File: src/rtl/core/nsfc_pkg.sv
// ----------------------------------------------------------------------------
// NMEA sentence checksum package
// Shared constants, register codes and word types of the sentence checker.
// ----------------------------------------------------------------------------
`default_nettype none

package nsfc_pkg;

   localparam int MAX_FIELD_LEN = 32;
   // field length counter is 6 bits wide
   localparam logic [5:0] LEN_CAP = 6'(MAX_FIELD_LEN > 63 ? 63 : MAX_FIELD_LEN);

   localparam int CSR_ADDR_W = 4;

   localparam logic [1:0] REG_FIELD_DELIM = 2'd0;
   localparam logic [1:0] REG_END_MARK    = 2'd1;
   localparam logic [1:0] REG_START_MARK  = 2'd2;

   localparam logic [7:0] RST_FIELD_DELIM = 8'd44;
   localparam logic [7:0] RST_END_MARK    = 8'd42;
   localparam logic [7:0] RST_START_MARK  = 8'd36;

   typedef struct packed {
      logic [7:0] field_delim;
      logic [7:0] end_mark;
      logic [7:0] start_mark;
   } cfg_type;

   typedef struct packed {
      logic       valid;
      logic [3:0] value;
   } hex_type;

   typedef struct packed {
      logic [7:0] field_char;
      logic       char_valid;
      logic [7:0] field_index;
      logic       field_end;
      logic [5:0] field_length;
      logic       length_overflow;
      logic       end_marker_seen;
      logic       sentence_done;
      logic       checksum_match;
      logic [7:0] computed_checksum;
      logic [7:0] received_checksum;
   } result_type;

   // ASCII hex digit decode, both letter cases
   function automatic hex_type hex_decode(input logic [7:0] c);
      hex_type    h;
      logic [7:0] diff;
      h.valid = 1'b1;
      diff    = 8'd0;
      priority if (c >= 8'h30 && c <= 8'h39) begin
         diff = c - 8'h30;
      end else if (c >= 8'h61 && c <= 8'h66) begin
         diff = c - 8'h57;
      end else if (c >= 8'h41 && c <= 8'h46) begin
         diff = c - 8'h37;
      end else begin
         h.valid = 1'b0;
      end
      h.value = diff[3:0];
      return h;
   endfunction

endpackage

`default_nettype wire

File: src/rtl/core/nmea_sentence_field_checksum.sv
// ----------------------------------------------------------------------------
// NMEA sentence field splitter and checksum verifier
// Takes one sentence byte per word and returns one result word per byte.
// ----------------------------------------------------------------------------
// Each request word carries one sentence character; each yields exactly one
// response word with field index, length, field end and, on the final byte,
// the checksum verdict. Throughput is one word per clock when rsp_stall is
// low; each word passes the input register and then the result register,
// with the whole per-byte update done in a single pass between them. The field
// delimiter and the two marker bytes sit in the control registers at byte
// addresses 0, 4 and 8; write them only while no words are in flight.
`default_nettype none

module nmea_sentence_field_checksum (
   input  wire logic                             clock,
   input  wire logic                             reset,
   input  wire logic                             req_valid,
   output logic                                  req_stall,
   input  wire logic [7:0]                       req_data_byte,
   input  wire logic                             req_final_byte,
   output logic                                  rsp_valid,
   input  wire logic                             rsp_stall,
   output logic      [7:0]                       rsp_field_char,
   output logic                                  rsp_char_valid,
   output logic      [7:0]                       rsp_field_index,
   output logic                                  rsp_field_end,
   output logic      [5:0]                       rsp_field_length,
   output logic                                  rsp_length_overflow,
   output logic                                  rsp_end_marker_seen,
   output logic                                  rsp_sentence_done,
   output logic                                  rsp_checksum_match,
   output logic      [7:0]                       rsp_computed_checksum,
   output logic      [7:0]                       rsp_received_checksum,
   input  wire logic                             csr_psel,
   input  wire logic                             csr_penable,
   input  wire logic                             csr_pwrite,
   input  wire logic [nsfc_pkg::CSR_ADDR_W-1:0]  csr_paddr,
   input  wire logic [31:0]                      csr_pwdata,
   output logic      [31:0]                      csr_prdata,
   output logic                                  csr_pready
);

   nsfc_pkg::cfg_type    cfg;
   nsfc_pkg::result_type result;
   nsfc_pkg::result_type rsp_ff;

   logic       in_valid_ff, in_valid_in;
   logic [7:0] in_byte_ff;
   logic       in_final_ff;
   logic       rsp_valid_ff, rsp_valid_in;
   logic       accept;
   logic       advance;

   nsfc_csr u_csr (
      .clock       (clock),
      .reset       (reset),
      .csr_psel    (csr_psel),
      .csr_penable (csr_penable),
      .csr_pwrite  (csr_pwrite),
      .csr_paddr   (csr_paddr),
      .csr_pwdata  (csr_pwdata),
      .csr_prdata  (csr_prdata),
      .csr_pready  (csr_pready),
      .cfg         (cfg)
   );

   // move the held word on when the result slot is free or draining
   assign advance   = in_valid_ff & (~rsp_valid_ff | ~rsp_stall);
   assign req_stall = in_valid_ff & ~advance;
   assign accept    = req_valid & ~req_stall;

   assign in_valid_in  = accept | (in_valid_ff & ~advance);
   assign rsp_valid_in = advance | (rsp_valid_ff & rsp_stall);

   always_ff @(posedge clock) begin
      if (reset) begin
         in_valid_ff  <= 1'b0;
         rsp_valid_ff <= 1'b0;
      end else begin
         in_valid_ff  <= in_valid_in;
         rsp_valid_ff <= rsp_valid_in;
      end
   end

   always_ff @(posedge clock) begin
      if (accept) begin
         in_byte_ff  <= req_data_byte;
         in_final_ff <= req_final_byte;
      end
      if (advance) begin
         rsp_ff <= result;
      end
   end

   nsfc_core u_core (
      .clock      (clock),
      .reset      (reset),
      .advance    (advance),
      .data_byte  (in_byte_ff),
      .final_byte (in_final_ff),
      .cfg        (cfg),
      .result     (result)
   );

   assign rsp_valid             = rsp_valid_ff;
   assign rsp_field_char        = rsp_ff.field_char;
   assign rsp_char_valid        = rsp_ff.char_valid;
   assign rsp_field_index       = rsp_ff.field_index;
   assign rsp_field_end         = rsp_ff.field_end;
   assign rsp_field_length      = rsp_ff.field_length;
   assign rsp_length_overflow   = rsp_ff.length_overflow;
   assign rsp_end_marker_seen   = rsp_ff.end_marker_seen;
   assign rsp_sentence_done     = rsp_ff.sentence_done;
   assign rsp_checksum_match    = rsp_ff.checksum_match;
   assign rsp_computed_checksum = rsp_ff.computed_checksum;
   assign rsp_received_checksum = rsp_ff.received_checksum;

endmodule

`default_nettype wire

File: src/rtl/core/nsfc_csr.sv
// ----------------------------------------------------------------------------
// NMEA sentence checker control registers
// APB-style register file holding the delimiter and marker bytes.
// ----------------------------------------------------------------------------
`default_nettype none

module nsfc_csr (
   input  wire logic                             clock,
   input  wire logic                             reset,
   input  wire logic                             csr_psel,
   input  wire logic                             csr_penable,
   input  wire logic                             csr_pwrite,
   input  wire logic [nsfc_pkg::CSR_ADDR_W-1:0]  csr_paddr,
   input  wire logic [31:0]                      csr_pwdata,
   output logic      [31:0]                      csr_prdata,
   output logic                                  csr_pready,
   output nsfc_pkg::cfg_type                     cfg
);

   logic [7:0] delim_ff, delim_in;
   logic [7:0] end_mark_ff, end_mark_in;
   logic [7:0] start_mark_ff, start_mark_in;
   logic       wr_en;
   logic [1:0] reg_sel;

   assign csr_pready = 1'b1;
   assign reg_sel    = csr_paddr[3:2];
   assign wr_en      = csr_psel & csr_penable & csr_pwrite;

   always_comb begin
      delim_in      = delim_ff;
      end_mark_in   = end_mark_ff;
      start_mark_in = start_mark_ff;
      if (wr_en) begin
         unique case (reg_sel)
            nsfc_pkg::REG_FIELD_DELIM: delim_in      = csr_pwdata[7:0];
            nsfc_pkg::REG_END_MARK:    end_mark_in   = csr_pwdata[7:0];
            nsfc_pkg::REG_START_MARK:  start_mark_in = csr_pwdata[7:0];
            default: ;
         endcase
      end
   end

   always_ff @(posedge clock) begin
      if (reset) begin
         delim_ff      <= nsfc_pkg::RST_FIELD_DELIM;
         end_mark_ff   <= nsfc_pkg::RST_END_MARK;
         start_mark_ff <= nsfc_pkg::RST_START_MARK;
      end else begin
         delim_ff      <= delim_in;
         end_mark_ff   <= end_mark_in;
         start_mark_ff <= start_mark_in;
      end
   end

   always_comb begin
      unique case (reg_sel)
         nsfc_pkg::REG_FIELD_DELIM: csr_prdata = {24'd0, delim_ff};
         nsfc_pkg::REG_END_MARK:    csr_prdata = {24'd0, end_mark_ff};
         nsfc_pkg::REG_START_MARK:  csr_prdata = {24'd0, start_mark_ff};
         default:                   csr_prdata = 32'd0;
      endcase
   end

   assign cfg.field_delim = delim_ff;
   assign cfg.end_mark    = end_mark_ff;
   assign cfg.start_mark  = start_mark_ff;

endmodule

`default_nettype wire

File: src/rtl/core/nsfc_core.sv
// ----------------------------------------------------------------------------
// NMEA sentence checker byte logic
// Sentence state and the single-pass update for one word.
// ----------------------------------------------------------------------------
`default_nettype none

module nsfc_core (
   input  wire logic                  clock,
   input  wire logic                  reset,
   input  wire logic                  advance,
   input  wire logic [7:0]            data_byte,
   input  wire logic                  final_byte,
   input  wire nsfc_pkg::cfg_type     cfg,
   output nsfc_pkg::result_type       result
);

   logic [7:0] xor_ff, xor_in;
   logic [7:0] latched_ff, latched_in;
   logic       mark_seen_ff, mark_seen_in;
   logic [7:0] field_cnt_ff, field_cnt_in;
   logic [5:0] char_cnt_ff, char_cnt_in;
   logic       ovf_ff, ovf_in;
   logic [7:0] hex_ff, hex_in;
   logic       hex_seen_ff, hex_seen_in;
   logic       hex_stop_ff, hex_stop_in;

   logic              is_delim;
   logic              is_end;
   logic              is_start;
   nsfc_pkg::hex_type digit;

   assign is_delim = (data_byte == cfg.field_delim);
   assign is_end   = (data_byte == cfg.end_mark);
   assign is_start = (data_byte == cfg.start_mark);
   assign digit    = nsfc_pkg::hex_decode(data_byte);

   always_comb begin
      xor_in       = (!is_start && !is_end) ? (xor_ff ^ data_byte) : xor_ff;
      latched_in   = latched_ff;
      mark_seen_in = mark_seen_ff;
      field_cnt_in = field_cnt_ff;
      char_cnt_in  = char_cnt_ff;
      ovf_in       = ovf_ff;
      hex_in       = hex_ff;
      hex_seen_in  = hex_seen_ff;
      hex_stop_in  = hex_stop_ff;

      result                   = '0;
      result.field_char        = data_byte;
      result.field_index       = field_cnt_ff;
      result.sentence_done     = final_byte;

      if (is_delim || is_end) begin
         result.field_end       = 1'b1;
         result.field_length    = char_cnt_ff;
         result.length_overflow = ovf_ff;
         if (!is_delim) begin
            latched_in   = xor_in;
            mark_seen_in = 1'b1;
         end
         // close the field
         field_cnt_in = (field_cnt_ff != 8'hFF) ? field_cnt_ff + 8'd1 : field_cnt_ff;
         char_cnt_in  = 6'd0;
         ovf_in       = 1'b0;
         hex_in       = 8'd0;
         hex_seen_in  = 1'b0;
         hex_stop_in  = 1'b0;
      end else begin
         result.char_valid = 1'b1;
         if (char_cnt_ff >= nsfc_pkg::LEN_CAP) begin
            ovf_in = 1'b1;
         end else begin
            char_cnt_in = char_cnt_ff + 6'd1;
         end
         if (!hex_stop_ff) begin
            if (digit.valid) begin
               hex_in      = {hex_ff[3:0], digit.value};
               hex_seen_in = 1'b1;
            end else begin
               hex_stop_in = 1'b1;
            end
         end
         result.field_length    = char_cnt_in;
         result.length_overflow = ovf_in;
      end

      result.end_marker_seen = mark_seen_in;

      if (final_byte) begin
         result.checksum_match    = hex_seen_in && (hex_in == latched_in);
         result.computed_checksum = latched_in;
         result.received_checksum = hex_in;
         // drop all sentence state
         xor_in       = 8'd0;
         latched_in   = 8'd0;
         mark_seen_in = 1'b0;
         field_cnt_in = 8'd0;
         char_cnt_in  = 6'd0;
         ovf_in       = 1'b0;
         hex_in       = 8'd0;
         hex_seen_in  = 1'b0;
         hex_stop_in  = 1'b0;
      end
   end

   always_ff @(posedge clock) begin
      if (reset) begin
         xor_ff       <= 8'd0;
         latched_ff   <= 8'd0;
         mark_seen_ff <= 1'b0;
         field_cnt_ff <= 8'd0;
         char_cnt_ff  <= 6'd0;
         ovf_ff       <= 1'b0;
         hex_ff       <= 8'd0;
         hex_seen_ff  <= 1'b0;
         hex_stop_ff  <= 1'b0;
      end else if (advance) begin
         xor_ff       <= xor_in;
         latched_ff   <= latched_in;
         mark_seen_ff <= mark_seen_in;
         field_cnt_ff <= field_cnt_in;
         char_cnt_ff  <= char_cnt_in;
         ovf_ff       <= ovf_in;
         hex_ff       <= hex_in;
         hex_seen_ff  <= hex_seen_in;
         hex_stop_ff  <= hex_stop_in;
      end
   end

endmodule

`default_nettype wire

File: config.mk
export PLATFORM = sky130hd
export DESIGN_NAME = nmea_sentence_field_checksum
export DESIGN_NICKNAME = d
export VERILOG_FILES = /design/src/rtl/core/nsfc_pkg.sv /design/src/rtl/core/nmea_sentence_field_checksum.sv /design/src/rtl/core/nsfc_csr.sv /design/src/rtl/core/nsfc_core.sv
export SDC_FILE = /design/constraint.sdc
export NUM_CORES = 1
export LEC_CHECK = 0
export CORE_MARGIN = 4
export CORE_UTILIZATION = 55
export DETAILED_ROUTE_END_ITERATION = 16
export DONT_BUFFER_PORTS = 1
export PLACE_DENSITY = 0.75
export SLEW_MARGIN = 10
export SYNTH_ARGS = -nofsm -noshare
export SYNTH_HDL_FRONTEND = slang
export SYNTH_SLANG_ARGS = --single-unit
File: constraint.sdc
create_clock -name clock -period 3.74 [get_ports clock]
set_clock_uncertainty 0.15 [all_clocks]
set_input_delay 0.187 -clock clock [delete_from_list [all_inputs] [get_ports clock]]
set_output_delay 0.187 -clock clock [all_outputs]
set_load 0.02 [all_outputs]
After elaboration in Yosys (flattened, before gate mapping)

Index checks and enable logic that the tools add are counted.
Widths: inputs -> output; s select.

RAM bits: 0
Output and inout port bits: 79
Memories kept: 0
Input port bits: 52
Bits in read-only memories: 0
Latch bits: 0
Register bits: 121

$add $sub $neg: 5
Magnitude comparators: 7
Bitwise gates (word level): 14
Mux-type cells: 39
Eq/ne operators: 7
Reduce and logical (&&, ||, !) cells: 15
$mul: 0
Divide/modulo/power cells: 0
Shift operators: 0

Operator list:

| kind                | count |
|---|---|
| $mux 8              | 12 |
| $eq 8x8->1          | 4 |
| $pmux 8 s3          | 1 |
| $mux 1              | 19 |
| $mux 6              | 3 |
| $ge 8x7->1 const B  | 2 |
| $le 8x7->1 const B  | 2 |
| $mux 4              | 3 |
| $add 8x1->8 const B | 1 |
| $ge 8x6->1 const B  | 1 |
| $le 8x6->1 const B  | 1 |
| $ne 8x8->1 const B  | 1 |
| $sub 4x3->4 const B | 2 |
| $xor 8x8->8         | 1 |
| $mux 7              | 1 |
| $add 6x1->6 const B | 1 |
| $and 1x1->1         | 6 |
| $ge 6x6->1 const B  | 1 |
| $reduce_and 2->1    | 3 |
| $logic_and 1x1->1   | 5 |
| $not 1->1           | 4 |
| $reduce_bool 2->1   | 2 |
| $sub 4x1->4 const B | 1 |
| $or 1x1->1          | 3 |
| other kinds (6)     | 7 |

Depth between registers and ports, before layout

Gate-level depths: netlist of the first run.

Depth after elaboration: 10
Depth in mapped cells: 12
Gate-level depth less buffers: 9

Hierarchy

Synthesis of the first run repeated with hierarchy kept, for this count alone.

Cell total of the unflattened synthesis: 551
Area, all modules: 5,876.9 um^2

By module, submodules not included:

| module                       | times used | seq. area each (um^2) | area each (um^2) | cells each |
|---|---|---|---|---|
| nsfc_core                    | 1          | 840.8                 | 2,835.2          | 339 |
| nmea_sentence_field_checksum | 1          | 1,631.6               | 1,677.9          | 63 |
| nsfc_csr                     | 1          | 480.5                 | 1,363.8          | 149 |

Least setup slack after synthesis of the first run

OpenSTA, ideal clock, no wires.

Kind: reg-to-reg
Start: register rsp_valid_ff, in the netlist rsp_valid
End: register u_core.field_cnt_ff[3]
Path buffers: 2
Stages on the path, launching flop included: 8
Period minus slack after synthesis: 3,007 ps
Slack: 733 ps
Required time: 3,462 ps
Arrival time: 2,730 ps
Library setup time: 128 ps
Path through: dfxtp_1 -> nand2_1 -> nand2_1 -> inv_1 -> clkbuf_1 -> a21o_1 -> clkbuf_1 -> nor2_1

Word-level cells in the longest chain between the ends: 4

Ends and longest elaborated chain:

| item                       | RTL line                           | text |
|---|---|---|
| start: declaration         | nmea_sentence_field_checksum.sv:50 | `logic rsp_valid_ff, rsp_valid_in;` |
| start signal: assignment   | nmea_sentence_field_checksum.sv:81 | `rsp_valid_ff <= rsp_valid_in;` |
| $not 1->1                  | nmea_sentence_field_checksum.sv:68 | `assign advance = in_valid_ff & (~rsp_valid_ff \| ~rsp_stall);` |
| $or 1x1->1                 | nmea_sentence_field_checksum.sv:68 |  |
| $and 1x1->1                | nmea_sentence_field_checksum.sv:68 |  |
| net advance                | nmea_sentence_field_checksum.sv:52 | `logic advance;` |
| $reduce_and 3->1 (no line) | n/a                                |  |
| end signal: assignment     | nsfc_core.sv:121                   | `field_cnt_ff <= field_cnt_in;` |
| end: declaration           | nsfc_core.sv:20                    | `logic [7:0] field_cnt_ff, field_cnt_in;` |

The timed path passes the listed nets, and every way through them passes these cells.
A chain may end at the register's enable or synchronous reset.

Worst setup path in the final report of the first run

Start: register in_byte_ff[3]
End: register u_core.char_cnt_ff[3]

Word-level cells in the longest chain between the ends: 4

Ends and longest elaborated chain:

| item                                 | RTL line                           | text |
|---|---|---|
| start: declaration                   | nmea_sentence_field_checksum.sv:48 | `logic [7:0] in_byte_ff;` |
| start signal: assignment             | nmea_sentence_field_checksum.sv:87 | `in_byte_ff <= req_data_byte;` |
| $eq 8x8->1, on equally long branches | nsfc_core.sv:32, nsfc_core.sv:33   |  |
| $logic_or 1x1->1 *                   | nsfc_core.sv:53                    | `if (is_delim \|\| is_end) begin` |
| $mux 6 *                             | nsfc_core.sv:53                    |  |
| $mux 6 *                             | nsfc_core.sv:89                    | `if (final_byte) begin` |
| end signal: assignment               | nsfc_core.sv:122                   | `char_cnt_ff <= char_cnt_in;` |
| end: declaration                     | nsfc_core.sv:21                    | `logic [5:0] char_cnt_ff, char_cnt_in;` |

Mark *: on every way between the ends. The rest lies on a longest branch, timed or not.

==> out/qor.yml, run 1 <==
p_switching_uw: 785
cp.required_ns: 4.01
internal_power_mw: 2.42
cp_common_cell: "nand2_1"
root_buffer: "clkbuf_8"
post-route-min-period_ns: 3.44
synth_top_area_share_pct: 28.4
critical_path_buf_inv_count: 2
rows: 36
insertion_delay_ns: 0.53
drive_gt1_share_pct: 9.43
power_frac_seq_pct: 46.0
antenna_cells: 0
htreeDepth: 4
synthMuxAreaShare_pct: 5.71
drv_slew: 0
clkPwrFrac_pct: 47.9
grt_pass1_wl_um: 19500
r2r_start: "in_byte_ff[3]"
fin_nets: 628
synth_top_flop_cell: "dfxtp_1"
dpl_cell_area_um2: 5600
synth-simple-area-share_pct: 16.5
synth-adder-area-share_pct: 1.34
vias: 4023
post-route-period-util_pct: 91.9
synth_edf_count: 53
power.density_nw_per_um2: 493
cts_made_buffers: 17
place.gp.congestion: 0.861
cts_resized: 0
relSlewSlack_pct: 47.7
holdPathStages: 4
wl_per_cell_um: 16.8
cp.arrival_ns: 3.71
synth_top_family_by_area: "simple AND/OR/NAND/NOR gates"
synth_top_area_cell: "edfxtp_1"
synth.distinct_cells: 52
core_um2: 9860
firstDrtPassIters: 5
grt_pass1_vias: 3901
combPwrFrac_pct: 6.1
crit_path_max_fanout: 16
maxCapViolations: 0
syn_to_final_growth_pct: 15.9
finalInstanceArea_um2: 6500
crit_type: "reg2reg"
grt_overflow: 0
r2r_end: "u_core.char_cnt_ff[3]"
synth_area_leaders: "edfxtp_1 28%, dfxtp_1 24%, mux2i_1 5.7%"
yosysWarnings: 0
synth_xor_area_share_pct: 7.34
hpwl_um: 8200
p_sw_share_pct: 24.5
yosysSeqAreaShare_pct: 52.6
cpLargestDelayFamily: "simple AND/OR/NAND/NOR gates"
rsz0062_at_grt: "no"
die_w_um: 109
drt_wl_total_um: 12100
grtUsageTotal_pct: 21.5
final_common_cell: "dfxtp_1"
grt_max_degree: 54
antenna_found_initial: 0
cts_sinks: 121
port_buffers: 0
hold_start: "csr_paddr[3]"
cpPeakStageDelay_ns: 0.57
path_clk_slew_ns: 0.06
cts_buffer_depth: 2
antenna_left: 0
avgSynthCellArea_um2: 10.3
setup_violations: 0
drc: 0
syn_inst: 542
cp_cell_sequence: "xor2_1, nor4_2, nand2_1, nand2_1, inv_2, and3_1, o21ai_0, a21oi_1, dlygate4sd3_1"
worstRegToRegCells: 9
synth_compound_area_share_pct: 9.97
start_util_pct: 56.9
status: "finished, final reports clean"
hp-class: "in2reg"
ys_ff_latch: 121
crit_path_start_kind: "flip-flop"
async_flop_share_pct: 0
fmax_ghz: 0.291
hold_end: "u_csr.start_mark_ff[6]"
cp.depth: 9
vdd_drop_max_uv: 238
synth.cell_area_um2: 5610
worstMarginPinSlew_ns: 0.783
layout_common_cells: "68 x dfxtp_1, 66 x nor2_1, 53 x edfxtp_1, 43 x nand2_1, 32 x mux2i_1"
finalSetupTns_ns: 0
io_pins: 131
vias_per_cell: 5.62
drt_iter0_drc: 166
leakage_nw: 2.43
tritoncts: "yes"
die_h_um: 109
dieArea_um2: 11900
hold_viol: 0
cp-end-kind: "flip-flop"
rrSetupSlack_ns: 0.30
cp_slowest_cell: "edfxtp_1"
[stage by stage]
step	setup slack (ns)	util, %	total power [mW]	cells	hold slack [ns]
floorplan	0.733	-	1.66	565	0.136
global placement	0.709	56.8	1.65	652	0.114
detailed placement	0.614	56.8	1.66	652	0.116
CTS	0.332	65.9	3.22	716	0.0287
global route	0.0549	65.9	3.32	716	0.0473
finish	0.304	65.9	3.21	716	0.0448
[kinds of logic (layout without fill, tap and decap cells)]
family,count (synthesis),in the layout
muxes,32,32
buffers and inverters,63,81
other,2,25
and+or+nand+nor,186,186
xor gates and xnor gates,47,47
AOI/OAI and AO/OA,85,85
adders and majority gates,6,6
DFF,121,121
[power by group through the flow]
stage          Combinational (mW)  Sequential (mW)  Clock (mW)
6_report                    0.194             1.48        1.54
5_1_grt                     0.213             1.48        1.63
3_3_place_gp                0.151             1.50           0
2_1_floorplan               0.171             1.49           0
3_5_place_dp                0.155             1.50           0
4_1_cts                     0.194             1.48        1.55
[area by class of cell]
type | instances | area [µm²]
Inverter | 8 | 30.0
Clock inverter | 11 | 80.1
Timing Repair Buffer | 41 | 398
Fill cell | 749 | 3360
Clock buffer | 21 | 492
Sequential cell | 121 | 2950
Multi-Input combinational cell | 381 | 2380
Tap cell | 133 | 166
[worst min-delay path, cell delays in order]
cell and delay (ns):
nor3b_1 0.11, buf_4 0.19, mux2i_1 0.13, nor2_1 0.07
[Yosys cell counts (4+ instances only)]
library cell,number
xnor2_1,27
xor2_1,20
nand3b_1,4
o21ai_0,19
mux2i_1,32
o21a_1,4
a21o_1,4
or3_1,9
inv_1,7
nor3b_1,4
a21oi_1,24
ha_1,6
buf_4,25
nand3_1,14
o211ai_1,4
buf_2,5
nand4_1,6
a22oi_1,14
and3_1,8
edfxtp_1,53
nand2_1,43
dfxtp_1,68
nor3_1,8
nor2_1,66
clkbuf_1,20
a211o_1,5
nor2b_1,10
[what timing repair did]
item,in CTS,in global routing
setup buffers,0,0
endpoints found under the setup margin,0,0
hold buffers,32,0
endpoints found under the hold margin,80,0
[registers in the layout, summed over array words and instances, names as in the netlist, 6 cells and up]
| name | flops |
|---|---|
| u_core.hex_ff | 8 |
| rsp_received_checksum | 8 |
| in_byte_ff | 8 |
| u_core.xor_ff | 8 |
| rsp_field_index | 8 |
| u_csr.start_mark_ff | 8 |
| u_core.field_cnt_ff | 8 |
| u_csr.delim_ff | 8 |
| rsp_field_length | 6 |
| rsp_computed_checksum | 8 |
| u_csr.end_mark_ff | 8 |
| u_core.latched_ff | 8 |
| u_core.char_cnt_ff | 6 |
| rsp_field_char | 8 |
[worst max path at each step]
stage          slack [ns]                      to          start
6_report             0.30   u_core.char_cnt_ff[3]  in_byte_ff[3]
5_1_grt              0.05   u_core.char_cnt_ff[3]  in_byte_ff[3]
4_1_cts              0.33   u_core.char_cnt_ff[3]  in_byte_ff[3]
3_5_place_dp         0.61      rsp_checksum_match  in_byte_ff[0]
3_3_place_gp         0.71      rsp_checksum_match  in_byte_ff[0]
2_1_floorplan        0.73  u_core.field_cnt_ff[3]      rsp_valid
[routing by layer]
layer / part of all wire [%] / track usage [%] / vias up / routed length [µm]
li1: - / - / 1904 / -
met1: 40 / 25.5 / 1961 / 4830
met2: 52 / 36.6 / 141 / 6310
met3: 6.3 / 6.45 / 17 / 762
met4: 1.2 / 8.21 / 0 / 144
met5: 0 / 0 / - / 0
No activity file was read; power rests on OpenSTA's default activity.
==> run 2: changes to the inputs <==
--- a/config.mk
+++ b/config.mk
@@ -5,11 +5,12 @@
 export SDC_FILE = /design/constraint.sdc
 export NUM_CORES = 1
 export LEC_CHECK = 0
+export ABC_AREA = 1
 export CORE_MARGIN = 4
 export CORE_UTILIZATION = 55
 export DETAILED_ROUTE_END_ITERATION = 16
 export DONT_BUFFER_PORTS = 1
-export PLACE_DENSITY = 0.75
+export PLACE_DENSITY = 0.7
 export SLEW_MARGIN = 10
 export SYNTH_ARGS = -nofsm -noshare
 export SYNTH_HDL_FRONTEND = slang
==> run 2 against run 1 <==
- worst hold slack got worse by 0.022 ns
- cell count grew 22%
- clock power up 6%
- register-to-register slack improved by 0.57 ns
- final area is 3.3% higher
- fmax is 20% higher
- die area increased by 5.5%
- power rose by 3.9%
- largest power group unchanged
- utilization shrank 1.4 points
==> out/qor.yml, run 2 <==
status: "finished, final reports clean"  # unchanged
cts_resized: 0  # unchanged
finalInstanceArea_um2: 6720  # was 6500 µm²
tritoncts: "yes"  # unchanged
yosysMostFrequentCell: "nand2_1"  # was dfxtp_1
r2r_start: "in_byte_ff[1]"  # was in_byte_ff[3]
die_w_um: 112  # was 109 µm
fmax_ghz: 0.349  # was 0.291 GHz
crit_path_start_kind: "flip-flop"  # unchanged
cp.required_ns: 3.96  # was 4.01 ns
nFillCells: 879  # was 749
finalSetupTns_ns: 0  # unchanged
place.gp.congestion: 0.945  # was 0.861
synth_top_area_share_pct: 26.8  # was 28.4%
syn_inst: 706  # was 542
crit_path_max_fanout: 15  # was 16
setup_violations: 0  # unchanged
async_flop_share_pct: 0  # unchanged
drt_wl_total_um: 13400  # was 12100 µm
route.met3.wl_um: 737  # was 762 µm
die_h_um: 112  # was 109 µm
synth.cell_area_um2: 5940  # was 5610 µm²
cp.arrival_ns: 3.09  # was 3.71 ns
htreeDepth: 4  # unchanged
synth.distinct_cells: 43  # was 52
cts_made_buffers: 17  # unchanged
path_clk_slew_ns: 0.06  # about the same
vdd_drop_max_uv: 293  # was 238 µV
antenna_cells: 0  # unchanged
cp-end-kind: "flip-flop"  # unchanged
post-route-period-util_pct: 76.7  # was 91.9%
met1_length_um: 5750  # was 4830 µm
dieArea_um2: 12500  # was 11900 µm²
post-route-min-period_ns: 2.87  # was 3.44 ns
maxUsedRoutingLayer: "met4"  # unchanged
synth_top_flop_cell: "dfxtp_1"  # unchanged
synth_top_area_cell: "edfxtp_1"  # unchanged
cp_cell_sequence: "inv_2, nand2_1, nand2_1, nor2_1, nand2_2, nor2_8, nor2_1, nand3_1, nand2_1, inv_1, nor2_1, nand3_1, nor2_1"  # was xor2_1, nor4_2, nand2_1, nand2_1, inv_2, and3_1, o21ai_0, a21oi_1, dlygate4sd3_1
drive_gt1_share_pct: 9.91  # was 9.43%
grt_pass1_vias: 4601  # was 3901
cts_sinks: 121  # unchanged
hp-class: "in2reg"  # unchanged
hpwl_um: 9190  # was 8200 µm
vias_per_cell: 5.35  # was 5.62
wl_per_cell_um: 15.3  # was 16.8 µm
core_um2: 10400  # was 9860 µm²
postCtsSetupRepairBufs: 0  # unchanged
leakage_nw: 2.73  # was 2.43 nW
port_buffers: 0  # unchanged
worstMarginPinSlew_ns: 1.14  # was 0.783 ns
power.density_nw_per_um2: 496  # was 493 nW/µm²
hold_viol: 0  # unchanged
final_common_cell: "nand2_1"  # was dfxtp_1
p_total_mw: 3.33  # was 3.21 mW
yosysSeqAreaShare_pct: 49.7  # was 52.6%
drc: 0  # unchanged
relSlewSlack_pct: 23.4  # was 47.7%
drt_iter0_drc: 364  # was 166
fin_nets: 782  # was 628
final_util_pct: 64.5  # was 65.9%
cts_buffer_depth: 2  # unchanged
rows: 37  # was 36
rrSetupSlack_ns: 0.87  # was 0.30 ns
synthTopCellsByCount: "152 x nand2_1, 72 x nor2_1, 70 x inv_1"  # was 68 x dfxtp_1, 66 x nor2_1, 53 x edfxtp_1
cts_hold_buffers: 22  # was 32
hold_start: "csr_pwrite"  # was csr_paddr[3]
syn_to_final_growth_pct: 13.1  # was 15.9%
synth_edf_count: 53  # unchanged
antenna_found_initial: 0  # unchanged
cp_slowest_cell: "nor2_1"  # was edfxtp_1
maxCapViolations: 0  # unchanged
firstDrtPassIters: 5  # unchanged
vias: 4673  # was 4023
antenna_left: 0  # unchanged
io_pins: 131  # unchanged
root_buffer: "clkbuf_8"  # unchanged
yosysWarnings: 0  # unchanged
start_util_pct: 57.0  # was 56.9%
layout_common_cells: "152 x nand2_1, 72 x nor2_1, 70 x inv_1, 68 x dfxtp_1, 53 x edfxtp_1"  # was 68 x dfxtp_1, 66 x nor2_1, 53 x edfxtp_1, 43 x nand2_1, 32 x mux2i_1
worstSetupStartpoint: "in_byte_ff[1]"  # was in_byte_ff[3]
whs_ns: 0.0229  # was 0.0448 ns
ys_ff_latch: 121  # unchanged
rsz0062_at_grt: "no"  # unchanged
cp_common_cell: "nor2_1"  # was nand2_1
crit_type: "reg2reg"  # unchanged
grt_overflow: 0  # unchanged
insertion_delay_ns: 0.52  # was 0.53 ns
avgSynthCellArea_um2: 8.41  # was 10.3 µm²
cpPeakStageDelay_ns: 0.76  # was 0.57 ns
drv_slew: 0  # unchanged
grt_pass1_wl_um: 22600  # was 19500 µm
grt_max_degree: 50  # was 54
wl_met2_um: 6590  # was 6310 µm
dpl_cell_area_um2: 5900  # was 5600 µm²
synth_area_leaders: "edfxtp_1 27%, dfxtp_1 23%, nand2_1 9.6%"  # was edfxtp_1 28%, dfxtp_1 24%, mux2i_1 5.7%
grtUsageTotal_pct: 22.4  # was 21.5%
[run 2: final cells by class]
cell class | instances | area, µm² | area share [%]
clock buffers | 20 | 468 | 6.96
clock inverters | 12 | 133 | 1.97
inverters | 78 | 293 | 4.36
multi-input cells | 481 | 2460 | 36.6
flip-flops and latches | 121 | 2950 | 43.9
well taps | 136 | 170 | 2.53
repair buffers | 25 | 243 | 3.61
[run 2: worst paths after layout]
check,to,cells after the start
hold / removal,u_csr.start_mark_ff[2],5
setup reg to reg,rsp_checksum_match,13
hold reg to reg,rsp_field_index[3],0
setup / recovery,rsp_checksum_match,13
[run 2: metal layers]
layer	GRT usage [%]	vias up
met5	0	-
met4	8.97	0
met3	6.63	27
met2	37.0	166
met1	27.5	2154
li1	-	2326
[run 2: critical path, delay by kind of cell (launching register included)]
family / cells / cell delay (ns)
buffers and inverters: 2 / 0.22
flip-flops: 1 / 0.59
AND/OR/NAND/NOR: 11 / 1.75
[run 2: cell families (layout without fill, tap and decap cells)]
group	Yosys count	in the layout	synth area share [%]
other	2	25	0.126
AND/OR/NAND/NOR	329	329	25.5
AO/OA/AOI/OAI	100	100	9.88
flip-flops	121	121	49.7
adder cells (fa/ha/maj)	6	6	1.26
buffers and inverters	127	135	10.4
XOR/XNOR	21	21	3.10
[run 2: stage by stage]
stage	std cells	setup slack (ns)
floorplan	729	0.734
global placement	819	0.907
detailed placement	819	0.891
CTS	873	0.874
global route	873	0.566
finish	873	0.872
[run 2: where the power goes]
group          leakage (nW)  switching [mW]  internal, mW
clock                 0.297           0.601          1.03
sequential             1.06          0.0566          1.42
combinational          1.37           0.158        0.0644
==> run 3: changes to the inputs <==
--- a/config.mk
+++ b/config.mk
@@ -10,7 +10,7 @@
 export CORE_UTILIZATION = 55
 export DETAILED_ROUTE_END_ITERATION = 16
 export DONT_BUFFER_PORTS = 1
-export PLACE_DENSITY = 0.7
+export PLACE_DENSITY = 0.73
 export SLEW_MARGIN = 10
 export SYNTH_ARGS = -nofsm -noshare
 export SYNTH_HDL_FRONTEND = slang
==> constraint.sdc (replaced) <==
create_clock -name clock -period 2.4 [get_ports clock]
set_clock_uncertainty 0.15 [all_clocks]
set_input_delay 0.12 -clock clock [delete_from_list [all_inputs] [get_ports clock]]
set_output_delay 0.12 -clock clock [all_outputs]
set_load 0.02 [all_outputs]
==> run 3 against run 2 <==
- register-to-register slack got worse by 0.81 ns
- die area stayed put
- first-iteration DRC count is 11% higher
- utilization increased by 6.0 points
- clock power grew 47%
- wire length up 12%
==> out/qor.yml, run 3 (same netlist as run 2, synthesis figures left out) <==
status: "finished, final reports clean"  # unchanged
insertion_delay_ns: 0.54  # was 0.52 ns
post-route-period-util_pct: 97.6  # was 76.7%
die_h_um: 112  # unchanged
place.gp.congestion: 0.921  # was 0.945
stdcell_count: 936  # was 873
p_sw_share_pct: 24.6  # was 24.5%
path_clk_slew_ns: 0.06  # about the same
hold_end: "u_csr.end_mark_ff[1]"  # was u_csr.start_mark_ff[2]
antenna_left: 0  # unchanged
worstMarginPinSlew_ns: 1.19  # was 1.14 ns
cp.arrival_ns: 2.58  # was 3.09 ns
post-route-min-period_ns: 2.34  # was 2.87 ns
p_switching_mw: 1.26  # was 816 µW
drt_iter0_drc: 403  # was 364
drc: 0  # unchanged
drive_gt1_share_pct: 18.5  # was 9.91%
grt_max_degree: 34  # was 50
whs_ns: 0.0219  # was 0.0229 ns
vdd_drop_max_uv: 414  # was 293 µV
cp-end-kind: "flip-flop"  # unchanged
cts_buffer_depth: 2  # unchanged
cts_made_buffers: 17  # unchanged
dp.cells: 859  # was 819
crit_path_max_fanout: 9  # was 15
maxCapViolations: 0  # unchanged
hpwl_um: 9990  # was 9190 µm
hold_start: "csr_paddr[2]"  # was csr_pwrite
final_util_pct: 70.5  # was 64.5%
crit_type: "reg2reg"  # unchanged
internal_power_mw: 3.87  # was 2.52 mW
grtUsageTotal_pct: 23.3  # was 22.4%
htreeDepth: 4  # unchanged
die_w_um: 112  # unchanged
final_common_cell: "nand2_1"  # unchanged
rows: 37  # unchanged
power.density_nw_per_um2: 699  # was 496 nW/µm²
leakage_nw: 3.07  # was 2.73 nW
dieArea_um2: 12500  # unchanged
antenna_found_initial: 0  # unchanged
tritoncts: "yes"  # unchanged
holdPathStages: 3  # was 5
vias: 5107  # was 4673
port_buffers: 0  # unchanged
cp_cell_sequence: "buf_4, nand2_1, nand2_1, nor2_4, nand2_4, nor2_8, buf_12, nand2_8, buf_12, nand2_4, nand2_2, nand2_1, nand3_2, nor2_1, nand3_1, nor2_1"  # was inv_2, nand2_1, nand2_1, nor2_1, nand2_2, nor2_8, nor2_1, nand3_1, nand2_1, inv_1, nor2_1, nand3_1, nor2_1
fmax_ghz: 0.427  # was 0.349 GHz
grt_overflow: 0  # unchanged
hp-class: "in2reg"  # unchanged
drv_slew: 0  # unchanged
worstSetupStartpoint: "in_byte_ff[1]"  # unchanged
crit_path_start_kind: "flip-flop"  # unchanged
combPwrFrac_pct: 8.8  # was 6.7%
core_um2: 10400  # unchanged
wl_per_cell_um: 16.0  # was 15.3 µm
finalSetupTns_ns: 0  # unchanged
hold_viol: 0  # unchanged
r2r_start: "in_byte_ff[1]"  # unchanged
vias_per_cell: 5.46  # was 5.35
root_buffer: "clkbuf_8"  # unchanged
worstRegToRegCells: 16  # was 13
syn_to_final_growth_pct: 23.6  # was 13.1%
firstDrtPassIters: 7  # was 5
power_frac_seq_pct: 44.6  # was 44.3%
cts_sinks: 121  # unchanged
cpPeakStageDelay_ns: 0.44  # was 0.76 ns
cpLargestDelayFamily: "simple AND/OR/NAND/NOR gates"  # unchanged
grt_pass1_wl_um: 23400  # was 22600 µm
setup_violations: 0  # unchanged
io_pins: 131  # unchanged
critical_path_buf_inv_count: 3  # was 2
r2r_end: "rsp_checksum_match"  # unchanged
drt_wl_total_um: 14900  # was 13400 µm
dpl_worst_slack_ns: -0.189  # was 0.891 ns
clkPwrFrac_pct: 46.6  # was 49.0%
cp_slowest_cell: "edfxtp_1"  # was nor2_1
grt_pass1_vias: 4698  # was 4601
cp_common_cell: "nand2_1"  # was nor2_1
rrSetupSlack_ns: 0.06  # was 0.87 ns
cp.required_ns: 2.64  # was 3.96 ns
layout_common_cells: "148 x nand2_1, 69 x inv_1, 68 x nor2_1, 67 x dfxtp_1, 54 x buf_4"  # was 152 x nand2_1, 72 x nor2_1, 70 x inv_1, 68 x dfxtp_1, 53 x edfxtp_1
fin_ws_ns: 0.0573  # was 0.872 ns
relSlewSlack_pct: 20.1  # was 23.4%
fin_nets: 844  # was 782
start_util_pct: 57.0  # unchanged
## run 3: cell types whose count changed in the layout (fill, tap and decap cells not counted), sizes merged
| cell | previous run | this run |
|---|---|---|
| inv | 82 | 78 |
| bufinv | 2 | 0 |
| dlygate4sd3 | 22 | 25 |
| clkbuf | 20 | 26 |
| diode | 0 | 1 |
| buf | 3 | 62 |
## run 3: layer usage
metal  share of wire, %  global-route usage [%]  vias to the layer above
met5                  0                       0                        -
met4                2.1                    7.69                        0
met3                6.5                    6.09                       35
met2                 50                    39.4                      212
met1                 41                    29.2                     2412
li1                   -                       -                     2448
## run 3: cell type report
type	instances	area, µm²
Sequential cell	121	2950
Antenna cell	1	2.50
Multi-Input combinational cell	481	2580
Tap cell	136	170
Fill cell	775	3070
Clock inverter	6	33.8
Timing Repair Buffer	87	776
Inverter	78	293
Clock buffer	26	531
## run 3: tightest hold or removal path, cell delays in order
cell and delay [ns]:
nand2_1 0.20, nor2_1 0.18, o211ai_1 0.17
## run 3: what timing repair did
item	CTS	global route
hold buffers	25	0
endpoints found under the hold margin	73	0
buffers inserted	0	19
gates resized for setup	3	32
gates cloned	0	0
pin swaps	0	14
endpoints found under the setup margin	8	7
## run 3: how the worst max path moves through the flow
stage                                   endpoint  slack (ns)  depth (start not counted)
after floorplan           u_core.field_cnt_ff[5]        0.04                         10
final                         rsp_checksum_match        0.06                         16
after CTS                     rsp_checksum_match       0.008                         15
after detailed placement      rsp_checksum_match       -0.19                         12
after global routing          rsp_checksum_match       -0.05                         17
after global placement        rsp_checksum_match       -0.11                         11
## run 3: per-stage QoR
| stage | power, mW | cell area, µm² |
|---|---|---|
| after floorplan | 2.62 | 6040 |
| after global placement | 2.69 | 6220 |
| after detailed placement | 2.70 | 6220 |
| after CTS | 5.11 | 7050 |
| after global routing | 5.32 | 7340 |
| final | 5.14 | 7340 |
## run 3: power groups by stage
stage	clock network (mW)	registers, mW	logic, mW
floorplan	0	2.32	0.302
global placement	0	2.33	0.358
detailed placement	0	2.33	0.367
CTS	2.41	2.29	0.414
global route	2.53	2.29	0.493
finish	2.39	2.29	0.454
